## config.mk

```make
export PLATFORM = sky130hd
export DESIGN_NAME = linear_probe_hash_insert_unit
export DESIGN_NICKNAME = d
export VERILOG_FILES = /design/src/rtl/core/lphi_pkg.sv /design/src/rtl/core/linear_probe_hash_insert_unit.sv /design/src/rtl/core/lphi_ram.sv /design/src/rtl/core/lphi_front.sv /design/src/rtl/core/lphi_back.sv
export SDC_FILE = /design/constraint.sdc
export NUM_CORES = 1
export LEC_CHECK = 0
export BUFFER_PORTS_ARGS = -buffer_cell sky130_fd_sc_hd__clkbuf_2
export CORE_MARGIN = 2
export CORE_UTILIZATION = 29
export DETAILED_ROUTE_END_ITERATION = 12
export SLEW_MARGIN = 20
export SYNTH_ARGS = -nofsm -noshare
export SYNTH_HDL_FRONTEND = slang
export SYNTH_SLANG_ARGS = --single-unit
```

## constraint.sdc

```tcl
create_clock -name clk -period 6.8 [get_ports clk]
set_input_delay 0.34 -clock clk [delete_from_list [all_inputs] [get_ports clk]]
set_output_delay 0.34 -clock clk [all_outputs]
set_load 0.05 [all_outputs]
```

## src/rtl/core/lphi_pkg.sv

```systemverilog
// Shared types and constants for the linear-probe hash insert unit.
// No dependencies; imported by the front, back and top-level modules.
package lphi_pkg;

	localparam int TABLE_SIZE = 16;
	localparam int SLOT_W     = $clog2(TABLE_SIZE);
	localparam int KEY_W      = 32;
	localparam int ID_W       = 32;
	localparam int STATUS_W   = 3;
	localparam int QUEUE_DEPTH = 2;

	localparam logic [STATUS_W-1:0] ST_HOME   = 3'd0;
	localparam logic [STATUS_W-1:0] ST_PROBED = 3'd1;
	localparam logic [STATUS_W-1:0] ST_FULL   = 3'd2;
	localparam logic [STATUS_W-1:0] ST_ROW    = 3'd3;
	localparam logic [STATUS_W-1:0] ST_EMPTY  = 3'd4;

	// One classified command waiting for the back end
	typedef struct packed {
		logic              is_dump;
		logic [SLOT_W-1:0] home;
		logic [ID_W-1:0]   emp_id;
	} cmd_t;

	typedef enum logic [1:0] {
		BK_IDLE,
		BK_PROBE,
		BK_SCAN
	} back_state_t;

endpackage

```

## src/rtl/core/linear_probe_hash_insert_unit.sv

```systemverilog
// Top level of the linear-probe hash insert unit: front end with queue,
// back end with the id RAM. Depends on lphi_pkg, lphi_front, lphi_back.
//
//  Channel   Handshake               Fields
//  --------  ----------------------  ----------------------------------------
//  request   start & !busy           req_type, key_value, emp_id
//  result    strobe (one cycle)      status, slot_index, stored_id, last_result
//
//  Flow: the front writes each accepted item into a queue of up to two.
//  The back end takes a command off the queue while idle, then walks the
//  table one slot per cycle: an insert probes 1 to TABLE_SIZE slots, a
//  dump scans up to its highest occupied slot (a dump of an empty table
//  gives only an empty marker), and every result is registered and
//  appears in the cycle after the cycle that decides it.
//  Reset: arst_n clears the occupancy bits (empty table) and the queue;
//  stored ids are not cleared and are only read from occupied slots.
//  Stalls: busy is high while the queue is full; results cannot be held off.
module linear_probe_hash_insert_unit (
	input  logic                           clk,
	input  logic                           arst_n,
	input  logic                           start,
	output logic                           busy,
	input  logic                           req_type,
	input  logic [lphi_pkg::KEY_W-1:0]     key_value,
	input  logic [lphi_pkg::ID_W-1:0]      emp_id,
	output logic                           strobe,
	output logic [lphi_pkg::STATUS_W-1:0]  status,
	output logic [lphi_pkg::SLOT_W-1:0]    slot_index,
	output logic [lphi_pkg::ID_W-1:0]      stored_id,
	output logic                           last_result
);
	import lphi_pkg::*;

	// queue head handed from front to back
	logic cmd_valid;
	cmd_t cmd;
	logic cmd_pop;

	lphi_front u_front (
		.clk       (clk),
		.arst_n    (arst_n),
		.start     (start),
		.busy      (busy),
		.req_type  (req_type),
		.key_value (key_value),
		.emp_id    (emp_id),
		.cmd_valid (cmd_valid),
		.cmd       (cmd),
		.cmd_pop   (cmd_pop)
	);

	// back end owns the occupancy bits and the id RAM
	lphi_back u_back (
		.clk         (clk),
		.arst_n      (arst_n),
		.cmd_valid   (cmd_valid),
		.cmd         (cmd),
		.cmd_pop     (cmd_pop),
		.strobe      (strobe),
		.status      (status),
		.slot_index  (slot_index),
		.stored_id   (stored_id),
		.last_result (last_result)
	);

endmodule

```

## src/rtl/core/lphi_ram.sv

```systemverilog
// Generic single-write, single-read RAM with registered read data.
// No dependencies.
module lphi_ram #(
	parameter int WIDTH = 32,
	parameter int DEPTH = 16
) (
	input  logic                     clk,
	input  logic                     we,
	input  logic [$clog2(DEPTH)-1:0] waddr,
	input  logic [WIDTH-1:0]         wdata,
	input  logic [$clog2(DEPTH)-1:0] raddr,
	output logic [WIDTH-1:0]         rdata
);

	logic [WIDTH-1:0] mem_q [DEPTH];

	always_ff @(posedge clk) begin
		if (we) begin
			mem_q[waddr] <= wdata;
		end
		rdata <= mem_q[raddr];
	end

endmodule

```

## src/rtl/core/lphi_front.sv

```systemverilog
// Front end: takes items, classifies them and computes the home slot,
// then holds them in a two-entry queue. Depends on lphi_pkg.
module lphi_front (
	input  logic                        clk,
	input  logic                        arst_n,
	input  logic                        start,
	output logic                        busy,
	input  logic                        req_type,
	input  logic [lphi_pkg::KEY_W-1:0]  key_value,
	input  logic [lphi_pkg::ID_W-1:0]   emp_id,
	output logic                        cmd_valid,
	output lphi_pkg::cmd_t              cmd,
	input  logic                        cmd_pop
);
	import lphi_pkg::*;

	localparam int PTR_W = $clog2(QUEUE_DEPTH);
	localparam int CNT_W = $clog2(QUEUE_DEPTH + 1);

	cmd_t             entry_q [QUEUE_DEPTH];
	logic [PTR_W-1:0] wr_ptr_q;
	logic [PTR_W-1:0] rd_ptr_q;
	logic [CNT_W-1:0] count_q;
	logic             push;
	logic             pop;
	cmd_t             new_cmd;

	// table size is a power of two, so key mod size is the low bits
	always_comb begin
		new_cmd.is_dump = req_type;
		new_cmd.home    = key_value[SLOT_W-1:0];
		new_cmd.emp_id  = emp_id;
	end

	assign busy      = (count_q == CNT_W'(QUEUE_DEPTH));
	assign push      = start && !busy;
	assign cmd_valid = (count_q != '0);
	assign pop       = cmd_pop && cmd_valid;
	assign cmd       = entry_q[rd_ptr_q];

	always_ff @(posedge clk or negedge arst_n) begin
		if (!arst_n) begin
			wr_ptr_q <= '0;
			rd_ptr_q <= '0;
			count_q  <= '0;
		end else begin
			if (push) begin
				wr_ptr_q <= (wr_ptr_q == PTR_W'(QUEUE_DEPTH - 1)) ? '0 : wr_ptr_q + 1'b1;
			end
			if (pop) begin
				rd_ptr_q <= (rd_ptr_q == PTR_W'(QUEUE_DEPTH - 1)) ? '0 : rd_ptr_q + 1'b1;
			end
			unique case ({push, pop})
				2'b10:   count_q <= count_q + 1'b1;
				2'b01:   count_q <= count_q - 1'b1;
				default: count_q <= count_q;
			endcase
		end
	end

	always_ff @(posedge clk) begin
		if (push) begin
			entry_q[wr_ptr_q] <= new_cmd;
		end
	end

	a_no_pop_empty: assert property (@(posedge clk) disable iff (!arst_n)
		cmd_pop |-> cmd_valid)
		else $error("back end popped an empty queue");

	a_count_tracks: assert property (@(posedge clk) disable iff (!arst_n)
		(push && !pop) |=> (count_q == $past(count_q) + 1'b1))
		else $error("queue count lost a push");

	a_count_bound: assert property (@(posedge clk) disable iff (!arst_n)
		count_q <= CNT_W'(QUEUE_DEPTH))
		else $error("queue count overflow");

endmodule

```

## src/rtl/core/lphi_back.sv

```systemverilog
// Back end: probes the table for inserts and scans it for dumps,
// one slot per cycle. Depends on lphi_pkg and lphi_ram.
module lphi_back (
	input  logic                           clk,
	input  logic                           arst_n,
	input  logic                           cmd_valid,
	input  lphi_pkg::cmd_t                 cmd,
	output logic                           cmd_pop,
	output logic                           strobe,
	output logic [lphi_pkg::STATUS_W-1:0]  status,
	output logic [lphi_pkg::SLOT_W-1:0]    slot_index,
	output logic [lphi_pkg::ID_W-1:0]      stored_id,
	output logic                           last_result
);
	import lphi_pkg::*;

	back_state_t           state_q, state_d;
	logic [SLOT_W-1:0]     ptr_q;
	logic [SLOT_W-1:0]     cnt_q;
	logic [ID_W-1:0]       id_q;
	logic [TABLE_SIZE-1:0] used_q;

	logic                  res_strobe_q;
	logic [STATUS_W-1:0]   res_status_q;
	logic [SLOT_W-1:0]     res_slot_q;
	logic [ID_W-1:0]       res_id_q;

	logic                  rd_valid_s1;
	logic [SLOT_W-1:0]     rd_slot_s1;
	logic                  rd_last_s1;

	logic                  load_ins;
	logic                  load_scan;
	logic                  advance;
	logic                  emit;
	logic [STATUS_W-1:0]   emit_status;
	logic [SLOT_W-1:0]     emit_slot;
	logic [ID_W-1:0]       emit_id;
	logic                  ram_we;
	logic                  rd_issue;
	logic                  rd_last;
	logic [ID_W-1:0]       ram_rdata;
	logic [TABLE_SIZE-1:0] upper;
	logic                  more_rows;
	logic                  cur_used;
	logic                  probes_done;
	logic [SLOT_W-1:0]     ptr_next;

	assign cur_used    = used_q[ptr_q];
	assign upper       = used_q >> ptr_q;
	assign more_rows   = |upper[TABLE_SIZE-1:1];
	assign probes_done = (cnt_q == SLOT_W'(TABLE_SIZE - 1));
	assign ptr_next    = (ptr_q == SLOT_W'(TABLE_SIZE - 1)) ? '0 : ptr_q + 1'b1;

	// next state
	always_comb begin
		state_d = state_q;
		unique case (state_q)
			BK_IDLE: begin
				if (cmd_valid) begin
					if (!cmd.is_dump) begin
						state_d = BK_PROBE;
					end else if (used_q != '0) begin
						state_d = BK_SCAN;
					end
				end
			end
			BK_PROBE: begin
				if (!cur_used || probes_done) begin
					state_d = BK_IDLE;
				end
			end
			BK_SCAN: begin
				if (cur_used && !more_rows) begin
					state_d = BK_IDLE;
				end
			end
			default: state_d = BK_IDLE;
		endcase
	end

	// actions
	always_comb begin
		cmd_pop     = 1'b0;
		load_ins    = 1'b0;
		load_scan   = 1'b0;
		advance     = 1'b0;
		emit        = 1'b0;
		emit_status = ST_HOME;
		emit_slot   = '0;
		emit_id     = '0;
		ram_we      = 1'b0;
		rd_issue    = 1'b0;
		rd_last     = 1'b0;
		unique case (state_q)
			BK_IDLE: begin
				if (cmd_valid) begin
					cmd_pop = 1'b1;
					if (!cmd.is_dump) begin
						load_ins = 1'b1;
					end else if (used_q != '0) begin
						load_scan = 1'b1;
					end else begin
						emit        = 1'b1;
						emit_status = ST_EMPTY;
					end
				end
			end
			BK_PROBE: begin
				if (!cur_used) begin
					ram_we      = 1'b1;
					emit        = 1'b1;
					emit_status = (cnt_q == '0) ? ST_HOME : ST_PROBED;
					emit_slot   = ptr_q;
					emit_id     = id_q;
				end else if (probes_done) begin
					emit        = 1'b1;
					emit_status = ST_FULL;
				end else begin
					advance = 1'b1;
				end
			end
			BK_SCAN: begin
				advance = 1'b1;
				if (cur_used) begin
					rd_issue = 1'b1;
					rd_last  = !more_rows;
				end
			end
			default: ;
		endcase
	end

	always_ff @(posedge clk or negedge arst_n) begin
		if (!arst_n) begin
			state_q      <= BK_IDLE;
			used_q       <= '0;
			res_strobe_q <= 1'b0;
			rd_valid_s1  <= 1'b0;
		end else begin
			state_q      <= state_d;
			res_strobe_q <= emit;
			rd_valid_s1  <= rd_issue;
			if (ram_we) begin
				used_q[ptr_q] <= 1'b1;
			end
		end
	end

	always_ff @(posedge clk) begin
		if (load_ins) begin
			ptr_q <= cmd.home;
			cnt_q <= '0;
			id_q  <= cmd.emp_id;
		end else if (load_scan) begin
			ptr_q <= '0;
		end else if (advance) begin
			ptr_q <= ptr_next;
			cnt_q <= cnt_q + 1'b1;
		end
		if (emit) begin
			res_status_q <= emit_status;
			res_slot_q   <= emit_slot;
			res_id_q     <= emit_id;
		end
		if (rd_issue) begin
			rd_slot_s1 <= ptr_q;
			rd_last_s1 <= rd_last;
		end
	end

	lphi_ram #(
		.WIDTH (ID_W),
		.DEPTH (TABLE_SIZE)
	) u_id_ram (
		.clk   (clk),
		.we    (ram_we),
		.waddr (ptr_q),
		.wdata (id_q),
		.raddr (ptr_q),
		.rdata (ram_rdata)
	);

	// dump rows come straight from the RAM read register
	assign strobe      = res_strobe_q || rd_valid_s1;
	assign status      = rd_valid_s1 ? ST_ROW : res_status_q;
	assign slot_index  = rd_valid_s1 ? rd_slot_s1 : res_slot_q;
	assign stored_id   = rd_valid_s1 ? ram_rdata : res_id_q;
	assign last_result = rd_valid_s1 ? rd_last_s1 : 1'b1;

	a_no_result_clash: assert property (@(posedge clk) disable iff (!arst_n)
		!(res_strobe_q && rd_valid_s1))
		else $error("insert result and dump row on the same cycle");

	a_write_free_slot: assert property (@(posedge clk) disable iff (!arst_n)
		ram_we |-> !used_q[ptr_q])
		else $error("write into an occupied slot");

	a_write_marks_used: assert property (@(posedge clk) disable iff (!arst_n)
		ram_we |=> used_q[$past(ptr_q)])
		else $error("written slot not marked used");

	a_row_is_used: assert property (@(posedge clk) disable iff (!arst_n)
		rd_valid_s1 |-> used_q[rd_slot_s1])
		else $error("dump row from an empty slot");

endmodule

```

# Yosys cells after proc, flatten, opt, wreduce, memory -nomap -nowiden

Memories as Yosys holds them, arrays and structs flattened. A register that Yosys moved wholly into a read port is not among the register bits.
Cells that the tools add are included.

Bits in registers: 108
Memory bits (writable): 586
Bits of input ports: 68
Output and inout bits: 42
Memories kept: 2

Memories:

| memory                | depth | bits a word | rd ports | clocked after Yosys merged registers in | wr ports | line             | source |
|---|---|---|---|---|---|---|---|
| u_back.u_id_ram.mem_q | 16    | 32          | 1        | 1                                       | 1        | lphi_ram.sv:15   | `logic [WIDTH-1:0] mem_q [DEPTH];` |
| u_front.entry_q       | 2     | 37          | 1        | 0                                       | 1        | lphi_front.sv:20 | `cmd_t entry_q [QUEUE_DEPTH];` |

Add/sub/neg operators: 6
$lt $le $gt $ge: 2
Equality and inequality tests: 11
Shift-type cells: 1
Multiplexer cells: 54
Bitwise logic cells: 3
Reduce and logical (&&, ||, !) cells: 20

Operators with widths:

| kind                | count |
|---|---|
| $mux 32             | 1 |
| $mux 1              | 30 |
| $mux 4              | 5 |
| $or 16x16->16       | 1 |
| $reduce_bool 16->1  | 1 |
| $shr 16x4->16       | 1 |
| $mux 3              | 5 |
| $reduce_or 15->1    | 1 |
| $mux 2              | 6 |
| $add 4x1->4 const B | 2 |
| $eq 4x4->1 const B  | 2 |
| $eq 2x2->1 const B  | 3 |
| $pmux 2 s3          | 1 |
| $pmux 3 s2          | 1 |
| $lt 4x5->1 const B  | 1 |
| $bmux 1 s4          | 1 |
| $demux 1 s4         | 1 |
| $eq 2x1->1 const B  | 2 |
| $ge 4x1->1 const B  | 1 |
| $logic_and 1x1->1   | 4 |
| $logic_not 4->1     | 1 |
| $ne 2x1->1 const B  | 2 |
| $pmux 1 s2          | 2 |
| $pmux 2 s2          | 1 |
| 14 further kinds    | 21 |

# Longest topological paths before layout

Depth in word-level cells: 7
Mapped depth: 11
Depth with buffers taken out: 8

# Hierarchy

A second synthesis with hierarchy kept.

Cells, all modules: 1324
Area, all modules: 27565.2 um^2

By module, submodules not included:

| module     | instances | cells each | area an instance (um^2) | seq. area each (um^2) |
|---|---|---|---|---|
| lphi_ram   | 1         | 838        | 19835.3                 | 16015.4 |
| lphi_back  | 1         | 353        | 4778.3                  | 2982.9 |
| lphi_front | 1         | 133        | 2951.6                  | 2322.2 |

# Least setup slack after synthesis

OpenSTA, ideal clock, no wires.

Path type: register -> register
Start: register u_back.ptr_q[1]
End: memory u_back.u_id_ram.mem_q[2][0], enable pin
Library setup time: 0.461 ns
Arrival: 4.037 ns
Required time: 6.339 ns
Setup slack: 2.302 ns
Cell stages (with the launch flop): 10
Buffers on the path: 2
Path through: edfxtp_1 > buf_2 > mux2i_1 > nor3_1 > or3_1 > a32oi_2 > and2_2 > buf_6 > nand2_1 > nor3_1

Word-level cells in the longest chain between the ends: 6

RTL lines:

| element                      | line             | source |
|---|---|---|
| start: declaration           | lphi_back.sv:18  | `logic [SLOT_W-1:0] ptr_q;` |
| start signal: assignment     | lphi_back.sv:152 | `ptr_q <= cmd.home;` |
| start signal: assignment     | lphi_back.sv:158 | `ptr_q <= ptr_next;` |
| $bmux 1 s4                   | lphi_back.sv:49  | `assign cur_used = used_q[ptr_q];` |
| $mux 1 (implied by the code) | lphi_back.sv:49  |  |
| $mux 1                       | lphi_back.sv:110 | `if (!cur_used) begin` |
| $mux 1                       | lphi_back.sv:95  | `unique case (state_q)` |
| $mux 1                       | lphi_ram.sv:18   | `if (we) begin` |
| $mux 1 (implied by the code) | lphi_ram.sv:19   | `mem_q[waddr] <= wdata;` |
| end: declaration             | lphi_ram.sv:15   |  |

Several ways; a longest one is shown, not always the timed one. The select of a mux whose other input is x is not followed.

# Worst setup path after layout

Start: register u_back.ptr_q[3]
End: register u_back.res_id_q[10], enable pin

Word-level cells in the longest chain between the ends: 4

RTL lines:

| element                      | line             | source |
|---|---|---|
| $bmux 1 s4                   | lphi_back.sv:49  |  |
| $mux 1 (implied by the code) | lphi_back.sv:49  |  |
| $mux 1                       | lphi_back.sv:110 |  |
| $pmux 1 s2                   | lphi_back.sv:95  |  |
| net u_back.emit              | lphi_back.sv:35  | `logic emit;` |
| end signal: assignment       | lphi_back.sv:164 | `res_id_q <= emit_id;` |
| end: declaration             | lphi_back.sv:26  | `logic [ID_W-1:0] res_id_q;` |

The timed path passes the listed nets, and every way through them passes these cells. The select of a mux whose other input is x is not followed.
A chain may end at the register's enable or synchronous reset.

==> out/qor.csv <==
stage,metric,value,unit
flow_run,maxCapViolCount,0,
setup_path,crit_type,flop to flop,
yosys,synth_area,0.0276,sq mm
placement,port_buffers,81,
final_layout,area_delta_synth_final,17.3,%
placement,gp_congestion,0.763,
timing,min_period,4.25,ns
route,wire_per_inst,22.8,um
route,wl,62300,um
timing,slew_headroom,22.8,%
timing,fmax,235,MHz
yosys,syn_inst,1253,
yosys,yosysUniqueCellTypes,59,
global_routing,antenna_found_initial,2,
global_routing,overflow,0,
yosys,ys_ff_latch,726,
route,dr.pass1.iters,7,
floorplanning,core_area,0.0946,sq mm
final_layout,fin_cells,2736,
cts,cts.sinks,726,
floorplanning,start_util,29.1,%
route,drc,0,
timing,tightest_slew,1.15,ns
timing,fin_worst_skew,0.0182,ns
setup_path,path_max_fanout,40,
setup_path,r2r_end,u_back.res_id_q[10],
final_layout,final_layout_size_suffix_gt1_share,32.3,%
timing,holdWs,0.111,ns
global_routing,grt_max_degree,110,
setup_path,critical_path.startpoint,u_back.ptr_q[3],
floorplanning,die_w,312,um
setup_path,timing.rr.start,u_back.ptr_q[3],
global_routing,grt_pass1_vias,13732,
final_layout,fillCellCount,8792,
final_layout,layout_commonest_cell,edfxtp_1,
power_and_ir_drop,p_leak,10.5,nW
placement,placed_area,0.0296,sq mm
setup_path,end_kind,flop,
floorplanning,dieArea,0.0975,sq mm
placement,pre_cts_slack,2.51,ns
placement,hpwlAfterDp,33100,um
final_layout,final_cell_mix,"edfxtp_1 (666), mux4_2 (160), clkbuf_2 (81)",
cts,clk_latency,0.61,ns
final_layout,register_area,0.0213,sq mm
cts,cts_tree,done,
cts,cts_buffers,71,
timing,hold_violations,0,
floorplanning,rows,113,
setup_path,required,7.05,ns
timing,setup_slack,2.55,ns
final_layout,final_util,34.2,%
yosys,synth_area_leaders,"edfxtp_1 (73%), mux4_2 (13%), mux2_2 (2.9%)",
placement,post-place-cells,2568,
floorplanning,ios,110,
cts,clk_path_buf_depth,3,
final_layout,final_area,0.0323,sq mm
cts,htreeDepth,3,
yosys,yosysTopAreaCellShare,72.6,%
cts,path_clk_slew,0.06,ns
final_layout,antenna_cells,0,
route,ant_nets,0,
global_routing,grt_pass1_wl,92000,um
final_layout,final_nets,1493,
yosys,synthArstFlopShare,3.31,%
setup_path,r2r_slack,2.55,ns
cts,cts-root-buf,clkbuf_16,
run_status,outcome,"finished, final reports clean",
yosys,synth_edf_count,666,
yosys,yosysTopAreaCell,edfxtp_1,
min_path,hold_class,input port to flop,
timing,rsz0062_at_grt,false,
setup_path,worstSetupEndpoint,u_back.res_id_q[10],
yosys,syn-num-nets,1331,
power_and_ir_drop,finalPower,14.7,mW
timing,slew_viol_final,0,
yosys,yosysSeqAreaShare,77.4,%
setup_path,start_kind,flop,
power_and_ir_drop,ir_drop,0.000409,V
floorplanning,die-height,312,um
setup_path,worst-r2r-cell-count,8,
power_and_ir_drop,cellPowerDensity,453,mW/mm^2
route,viasPerCell,4.72,
timing,fin_crit_sh,62.5,%
setup_path,arrival,4.50,ns
final_layout,multi_input_area,0.00597,sq mm
yosys,synth_ff_type,edfxtp_1,
route,dr.first_iter.drc_count,1252,
timing,finalSetupViolCount,0,
yosys,avgSynthCellArea,22.0,sq um
yosys,yosysWarnings,0,
timing,tns,0,ns
global_routing,grt_usage,12.8,%
route,vias,12917,
[flip-flops by register name, summed over array words and instances (netlist names), 2 cells and up]
register / flops
u_front.count_q: 2
u_back.used_q: 16
u_back.rd_slot_s1: 4
u_back.res_id_q: 32
u_back.state_q: 2
u_back.res_status_q: 3
u_back.ptr_q: 4
u_back.u_id_ram.mem_q: 512
u_back.u_id_ram.rdata: 32
u_front.entry_q: 74
u_back.id_q: 32
u_back.cnt_q: 4
u_back.res_slot_q: 4
[report_power, final]
group | switching (mW) | internal, mW
clock network | 1.62 | 2.32
logic | 2.54 | 1.69
registers | 0.531 | 5.95
total | 4.70 | 9.96
[area by class of cell]
class	instances	area share, %
multi-input cells	447	18.5
clock inverters	30	1.02
well taps	1265	4.90
flip-flops and latches	726	66.0
clock buffers	99	6.17
repair buffers	152	3.26
inverters	17	0.197
[layer usage]
metal / wire length (um) / part of all wire, % / GRT usage [%]
met5: 0 / 0 / 0
met3: 3770 / 6.1 / 2.63
met1: 27200 / 44 / 17.7
met2: 30000 / 48 / 20.7
met4: 1230 / 2.0 / 3.31
[worst max-delay path, cell delays in order, from the launching register on]
cell and delay (ns):
edfxtp_1 0.71, inv_2 0.57, o32ai_1 0.21, or3_1 0.35, a32oi_2 0.17, buf_4 0.57, o21ai_0 0.28, o21ai_4 0.48
buf_4 0.52
[cell usage after synthesis, types with 4 or more instances]
cell      number
nand2_1       17
nand4_1        4
or2_2          4
o21ai_1        4
nor3_1         9
clkbuf_1      21
buf_2         31
mux4_2       160
xnor2_1        6
and3_1        43
mux2_2        70
o21bai_1       5
nor2_1        24
a21oi_1        7
dfrtp_1       24
nand3_1        4
edfxtp_1     666
ha_1          10
a31o_1         4
buf_1          8
or2_1          5
inv_1         16
dfxtp_1       36
mux2i_1       18
o21ai_0        5
[kinds of logic after synthesis]
| logic type | share of synthesized area [%] |
|---|---|
| AO/OA/AOI/OAI | 1.46 |
| XOR/XNOR | 0.286 |
| adder cells (fa/ha/maj) | 0.454 |
| buffers and inverters | 1.31 |
| flip-flops | 77.4 |
| multiplexers | 16.6 |
| AND/OR/NAND/NOR | 2.49 |
[repair_timing]
item,in CTS,in global routing
setup buffers,0,0
hold buffers,38,0
gates resized for setup,0,0
endpoints found under the hold margin,98,0
[worst min-delay path by stage]
stage	endpoint	cells after the start	startpoint
5_1_grt	u_front.wr_ptr_q	3	start
3_3_place_gp	u_front.wr_ptr_q	1	arst_n
2_1_floorplan	u_back.rd_valid_s1	0	arst_n
6_report	u_front.wr_ptr_q	3	start
4_1_cts	u_front.wr_ptr_q	3	start
3_5_place_dp	u_front.wr_ptr_q	1	arst_n
Note: power is estimated with default switching activity, not from simulation.
